$ cat config.mk
export PLATFORM = sky130hd
export DESIGN_NAME = rmez_isqrt
export DESIGN_NICKNAME = d
export VERILOG_FILES = /design/src/hdl/assert_macros.svh /design/src/hdl/rmez_pkg.sv /design/src/hdl/rmez_isqrt.sv
export SDC_FILE = /design/constraint.sdc
export NUM_CORES = 2
export LEC_CHECK = 0
export BUFFER_PORTS_ARGS = -buffer_cell sky130_fd_sc_hd__buf_2
export CAP_MARGIN = 10
export CORE_MARGIN = 2
export CORE_UTILIZATION = 62
export DETAILED_ROUTE_END_ITERATION = 6
export GPL_TIMING_DRIVEN = 0
export PLACE_DENSITY = 0.78
export SETUP_SLACK_MARGIN = 0.1
export SLEW_MARGIN = 40
export SYNTH_ARGS = -nofsm -noshare
export SYNTH_HDL_FRONTEND = slang
export SYNTH_SLANG_ARGS = --single-unit
$ cat constraint.sdc
create_clock -name clk -period 7.5 [get_ports clk]
set_input_delay 0 -clock clk [delete_from_list [all_inputs] [get_ports clk]]
set_output_delay 0 -clock clk [all_outputs]
set_load 0.01 [all_outputs]
$ cat src/hdl/assert_macros.svh
// assertion helpers included by the top-level rtl file
`ifndef ASSERT_MACROS_SVH
`define ASSERT_MACROS_SVH
`ifndef SYNTH
`define RMEZ_ASSERT(lbl, clk, rst_n, prop) \
	lbl: assert property (@(posedge clk) disable iff (!rst_n) (prop)) \
		else $error("assertion failed");
`define RMEZ_ASSERT_IMP(lbl, clk, rst_n, ante, cons) \
	lbl: assert property (@(posedge clk) disable iff (!rst_n) (ante) |-> (cons)) \
		else $error("implication failed");
`else
`define RMEZ_ASSERT(lbl, clk, rst_n, prop)
`define RMEZ_ASSERT_IMP(lbl, clk, rst_n, ante, cons)
`endif
`endif

$ cat src/hdl/rmez_pkg.sv
package rmez_pkg;

	localparam int IN_W          = 16;
	localparam int GUARD_BITS    = 16;
	localparam int CORDIC_STEPS  = 16;
	localparam int TABLE_LEN     = 24;
	localparam int CORDIC_NSTEPS = (CORDIC_STEPS < TABLE_LEN) ? CORDIC_STEPS : TABLE_LEN;

	// sum of squares and its root with guard bits appended below
	localparam int SQ_W      = 2 * IN_W;
	localparam int ISQ_STEPS = (SQ_W + 2 * GUARD_BITS) / 2;

	// cordic operand widths: input fits a guarded 17-bit value, gain needs 3 more
	localparam int CIN_W = IN_W + GUARD_BITS + 1;
	localparam int CW    = CIN_W + 3;

	localparam int ANG_FRAC   = 20;
	localparam int OUT_FRAC   = 7;
	localparam int Z_W        = 30;
	localparam int ROUND_SH   = ANG_FRAC - OUT_FRAC;
	localparam int ROUND_BIAS = 1 << (ROUND_SH - 1);
	localparam int RND_W      = Z_W + 1 - ROUND_SH;

	localparam int YAW_W   = 16;
	localparam int PITCH_W = 15;
	localparam int ROLL_W  = 16;
	localparam int IN_TDATA_W  = ((5 * IN_W + 7) / 8) * 8;
	localparam int OUT_TDATA_W = ((YAW_W + PITCH_W + ROLL_W + 7) / 8) * 8;

	// pitch operands wait for the root: input reg, sum reg, root pipeline
	localparam int ALIGN_DLY = ISQ_STEPS + 1;
	localparam int PIPE_LAT  = 2 + ISQ_STEPS + CORDIC_NSTEPS + 1 + 1;

	typedef logic signed [Z_W-1:0]   z_t;
	typedef logic signed [CIN_W-1:0] cin_t;
	typedef logic signed [RND_W-1:0] rnd_t;

	localparam z_t   Z_90      = Z_W'(90 * (1 << ANG_FRAC));
	localparam rnd_t YAW_LIM   = RND_W'(23040);
	localparam rnd_t PITCH_LIM = RND_W'(11520);

	// atan(2^-i) in degrees, 20 fraction bits
	function automatic z_t atan_tab(input int i);
		z_t v;
		unique case (i)
			0:  v = Z_W'(47185920);
			1:  v = Z_W'(27855475);
			2:  v = Z_W'(14718068);
			3:  v = Z_W'(7471121);
			4:  v = Z_W'(3750058);
			5:  v = Z_W'(1876857);
			6:  v = Z_W'(938658);
			7:  v = Z_W'(469357);
			8:  v = Z_W'(234682);
			9:  v = Z_W'(117342);
			10: v = Z_W'(58671);
			11: v = Z_W'(29335);
			12: v = Z_W'(14668);
			13: v = Z_W'(7334);
			14: v = Z_W'(3667);
			15: v = Z_W'(1833);
			16: v = Z_W'(917);
			17: v = Z_W'(458);
			18: v = Z_W'(229);
			19: v = Z_W'(115);
			20: v = Z_W'(57);
			21: v = Z_W'(29);
			22: v = Z_W'(14);
			23: v = Z_W'(7);
			default: v = '0;
		endcase
		return v;
	endfunction

endpackage

$ cat src/hdl/rmez_isqrt.sv
// pipelined digit-by-digit square root of (sq_in << 2*GUARD_BITS), one root bit per stage
module rmez_isqrt (
	input  logic                            clk,
	input  logic                            en,
	input  logic [rmez_pkg::SQ_W-1:0]       sq_in,
	output logic [rmez_pkg::ISQ_STEPS-1:0]  root_out
);

	localparam int N     = rmez_pkg::ISQ_STEPS;
	localparam int REM_W = N + 2;
	localparam int TR_W  = REM_W + 2;

	logic [REM_W-1:0]          rem_s  [1:N];
	logic [N-1:0]              root_s [1:N];
	logic [rmez_pkg::SQ_W-1:0] n_s    [1:N];

	genvar k;
	generate
		for (k = 0; k < N; k++) begin : g_step
			logic [REM_W-1:0]          rem_in;
			logic [N-1:0]              root_in;
			logic [rmez_pkg::SQ_W-1:0] n_in;
			logic [TR_W-1:0]           trial;
			logic [TR_W-1:0]           sub;
			logic                      fits;

			if (k == 0) begin : g_first
				assign rem_in  = '0;
				assign root_in = '0;
				assign n_in    = sq_in;
			end else begin : g_next
				assign rem_in  = rem_s[k];
				assign root_in = root_s[k];
				assign n_in    = n_s[k];
			end

			// bring down the next two bits; guard bits below sq shift in as zeros
			assign trial = {rem_in, n_in[rmez_pkg::SQ_W-1 -: 2]};
			assign sub   = {{(TR_W - N - 2){1'b0}}, root_in, 2'b01};
			assign fits  = (trial >= sub);

			always_ff @(posedge clk) begin
				if (en) begin
					rem_s[k+1]  <= fits ? REM_W'(trial - sub) : REM_W'(trial);
					root_s[k+1] <= {root_in[N-2:0], fits};
					n_s[k+1]    <= {n_in[rmez_pkg::SQ_W-3:0], 2'b00};
				end
			end
		end
	endgenerate

	assign root_out = root_s[N];

endmodule

Word-level counts from Yosys, hierarchy flattened
Memories as Yosys holds them, arrays and structs flattened.
Cells that the tools add are included.

word-level totals
  bits in registers = 0
  logic and storage cells = 101
  memory bits (writable) = 3072
  input bits = 34
  memories kept = 3

memories
  name    depth  bits a word  rd ports  clocked after Yosys merged registers in  write ports  line              source
  rem_s   32     34           31        0                                        32           rmez_isqrt.sv:13  logic [REM_W-1:0] rem_s [1:N];
  root_s  32     32           32        0                                        32           rmez_isqrt.sv:14  logic [N-1:0] root_s [1:N];
  n_s     32     30           31        0                                        32           rmez_isqrt.sv:15  logic [rmez_pkg::SQ_W-1:0] n_s [1:N];

cells by class
  order comparisons = 32
  mux-type cells = 34
  add/sub/neg operators = 32

operators by type and width
  operator             count
  $ge 36x34->1         31
  $mux 34              32
  $sub 34x34->34       31
  $sub 2x1->3 const B  1
  $ge 2x1->1 const B   1
  $mux 1               2

Longest topological paths before layout
An unclocked memory read counts as a cell.

  word-level depth = 3
  mapped depth = 15

Worst setup path after synthesis
Ideal clock, no wire load.

  path kind = flip-flop to flip-flop
  from = reg, netlist name rem_s[0][986]
  to = reg, netlist name rem_s[0][1049]
  required time = 7.229 ns
  setup time = 0.271 ns
  arrival time = 3.289 ns
  stages on the path, launching flop included = 14
  period minus slack after synthesis = 3.560 ns
  slack = 3.940 ns
  path through = edfxtp_1 > ha_1 > fa_1 > a211o_1 > a21oi_1 > o21ai_0 > a221oi_1 > o41ai_1 > nor3_1 > nor2_1 > buf_2 > clkbuf_1 > nor2_1 > a21oi_1

==> flow_summary.ini <==
[outcome]
status = finished with violations
violations = DRC

[timing]
whs_ns = 0.0878
worst_slew_pin_slew_ns = 0.912
final-hold-violation-count = 0
rsz0062_at_grt = false
timing.fmax_mhz = 194
setup_tns_ns = 0
setup_viol = 0
period_minus_slack_ns = 5.15
drv_slew = 0
slew_headroom = 0.392
finClkSkew_ns = 0.0746
min_period_over_period = 0.687
setup_ws_ns = 2.35

[final_layout]
num_antenna_cells = 0
fin_area_um2 = 102000
final_common_cell = edfxtp_1
nFillCells = 10100
layout_common_cells = 1756 x edfxtp_1, 682 x inv_1, 557 x nand2_1, 532 x nor2_1, 531 x ha_1
layout.nets = 8781
syn2layout_area_growth_pct = 10.9
layout-drive-gt1-share = 0.0646

[synth]
synth_cells = 7872
async_reset_ff_frac = 0
syn_avg_cell_area_um2 = 11.7
ys_seq_area_frac = 0.572
synth-seq-cells = 1756
ys.flop_type = edfxtp_1
synth_edf_count = 1756
yosysWarnings = 0
netlist-cell-type-count = 89
syn_area_um2 = 92100
syn_nets = 8452

[floorplan]
die-area_um2 = 152000
die_w_um = 389
initial_core_util = 0.624
core-area_um2 = 148000
std_cell_rows = 141
ios = 66
die_y_um = 389

[clock_network]
cts_buffer_depth = 3
ctsRootBufferMaster = clkbuf_16
cts_max_level = 4
cts_tree = yes
cts_setup_buffers = 0
insertion_delay_ns = 0.84
cts.clk_slew.worst_paths_ns = 0.06
cts_buffers = 179
clock-sinks = 1756

[min_path]
hp-class = in -> reg
min_from = sq_in[30]

[detailed_routing]
ant_nets = 0
dr_total_vias = 62200
dr.first_iter.drc_count = 5015
drc_errors = 13
wl_per_cell_um = 19.8
vias_per_cell = 6.05
dr.pass1.iters = 7
totalWireLength_mm = 204

[place]
dpl_cell_area_um2 = 95400
hpwl_mm = 147
place.gp.congestion = 0.939
io_buffers = 65
place_ws_ns = 2.39

[critical_path]
rrSetupSlack_ns = 2.35
crit_type = reg -> reg
cp_max_fo = 10
critPathCaptureType = flop
setup.worst_path.start = rem_s[0][918]
critical_path_required_ns = 8.07
arrival_ns = 5.72
regToRegStartpoint = rem_s[0][918]
crit_path_start_kind = flop

[global_routing]
grt_max_degree = 120
grt.overflow.total = 0
grtUsageTotal = 0.267
antenna_found_initial = 0
grt_pass1_wl_mm = 322
grt_pass1_vias = 61400

[power]
power_uw = 30000
p_leak_uw = 0.0400
ir_drop_mv = 0.226
pwr_density_cell_nw_per_um2 = 294

[flow_run]
maxCapViolations = 0
-- power breakdown --
group | total, uW | internal [uW] | switching, uW
Combinational | 7150 | 3030 | 4120
Sequential | 13700 | 12700 | 1010
Clock | 9190 | 5280 | 3910
Total | 30000 | 21000 | 9040
-- synth_stat cells (10+ instances only) --
cell	n	share of area
a211oi_1	43	0.0035
nand3b_1	30	0.0024
xnor2_1	408	0.039
nand4_1	55	0.0037
nor3b_1	20	0.0016
nor2b_1	62	0.0042
buf_2	15	0.00081
fa_1	15	0.0033
xor2_1	389	0.037
nor4_1	102	0.0069
or4_1	58	0.0047
clkbuf_1	103	0.0042
nor2_1	532	0.022
mux2_2	98	0.012
nor3_1	230	0.012
o21bai_1	65	0.0053
a21o_1	231	0.019
o211a_1	11	0.0012
or2_2	39	0.0026
o211ai_1	26	0.0021
a221oi_1	13	0.0012
nand4b_1	17	0.0016
o21a_1	87	0.0071
o21ai_0	437	0.024
o41ai_1	18	0.0017
nand2b_1	85	0.0058
o31ai_1	45	0.0037
and2_1	26	0.0018
edfxtp_1	1756	0.57
or3_1	90	0.0061
nor4b_1	10	0.00095
a21oi_1	524	0.028
a31oi_1	45	0.0031
a211o_1	22	0.0021
and3_1	56	0.0038
ha_1	531	0.072
nand2_1	557	0.023
o2111ai_1	15	0.0014
a2111oi_0	18	0.0017
inv_1	682	0.028
nand3_1	146	0.0079
-- critical path: stages (launching register included) --
cell,delay [ns]
edfxtp_1,0.50
ha_1,0.29
fa_1,0.44
a211o_1,0.34
a211oi_1,0.37
or4_1,0.26
nand4_1,0.12
a21oi_1,0.39
o41ai_1,0.13
a31oi_1,0.49
clkbuf_1,0.64
clkbuf_1,0.66
nand2_1,0.10
o21ai_0,0.17
-- logic make-up (layout without fill, tap and decap cells) --
logic type               count (synthesis)  count (layout)  share of synthesized area
AO/OA/AOI/OAI                         1695            1695                      0.115
adder cells (fa/ha/maj)                546             546                     0.0754
AND/OR/NAND/NOR                       2152            2152                      0.115
XOR/XNOR                               797             797                     0.0758
flip-flops                            1756            1756                      0.572
other                                    1               1                  0.0000407
multiplexers                           107             107                     0.0130
buffers and inverters                  818            1293                     0.0338
-- cell type report --
class	instances	area, um^2	share of cell area
clock inverter	120	1500	0.0146
tap	1930	2410	0.0236
timing repair buffer	148	1460	0.0143
sequential	1756	52700	0.516
clock buffer	207	4610	0.0451
inverter	687	2580	0.0252
multi-input combinational	5298	36400	0.356
buffer	131	531	0.00519
-- per-layer routing --
| layer | up-vias | part of all wire | GRT usage |
|---|---|---|---|
| met2 | 2063 | 0.50 | 0.471 |
| met1 | 30100 | 0.41 | 0.332 |
| met5 | - | 0 | 0 |
| met4 | 0 | 0.039 | 0.106 |
| li1 | 29600 | - | - |
| met3 | 475 | 0.051 | 0.0360 |
-- registers in the layout, indices dropped and copies added, names as in the netlist --
register  cells
root_s      528
n_s         240
rem_s       988
-- path summary, 6_finish.rpt --
check,to,depth (start not counted)
worst min register to register,root_s[6][1],0
worst min-delay path,rem_s[0][34],3
worst max register to register,rem_s[0][974],13
worst max-delay path,rem_s[0][974],13
-- timing repair --
action | 4_1_cts | 5_1_grt
setup endpoints to repair | 0 | 0
hold buffers | 65 | 0
resized for setup | 0 | 0
endpoints found under the hold margin | 272 | 0
-- per-stage QoR --
stage / util / cells
after floorplan: - / 7872
after global placement: 0.642 / 9867
after detailed placement: 0.646 / 9885
after CTS: 0.692 / 10300
after global routing: 0.692 / 10300
final: 0.692 / 10300
(Power assumes the default switching activity.)
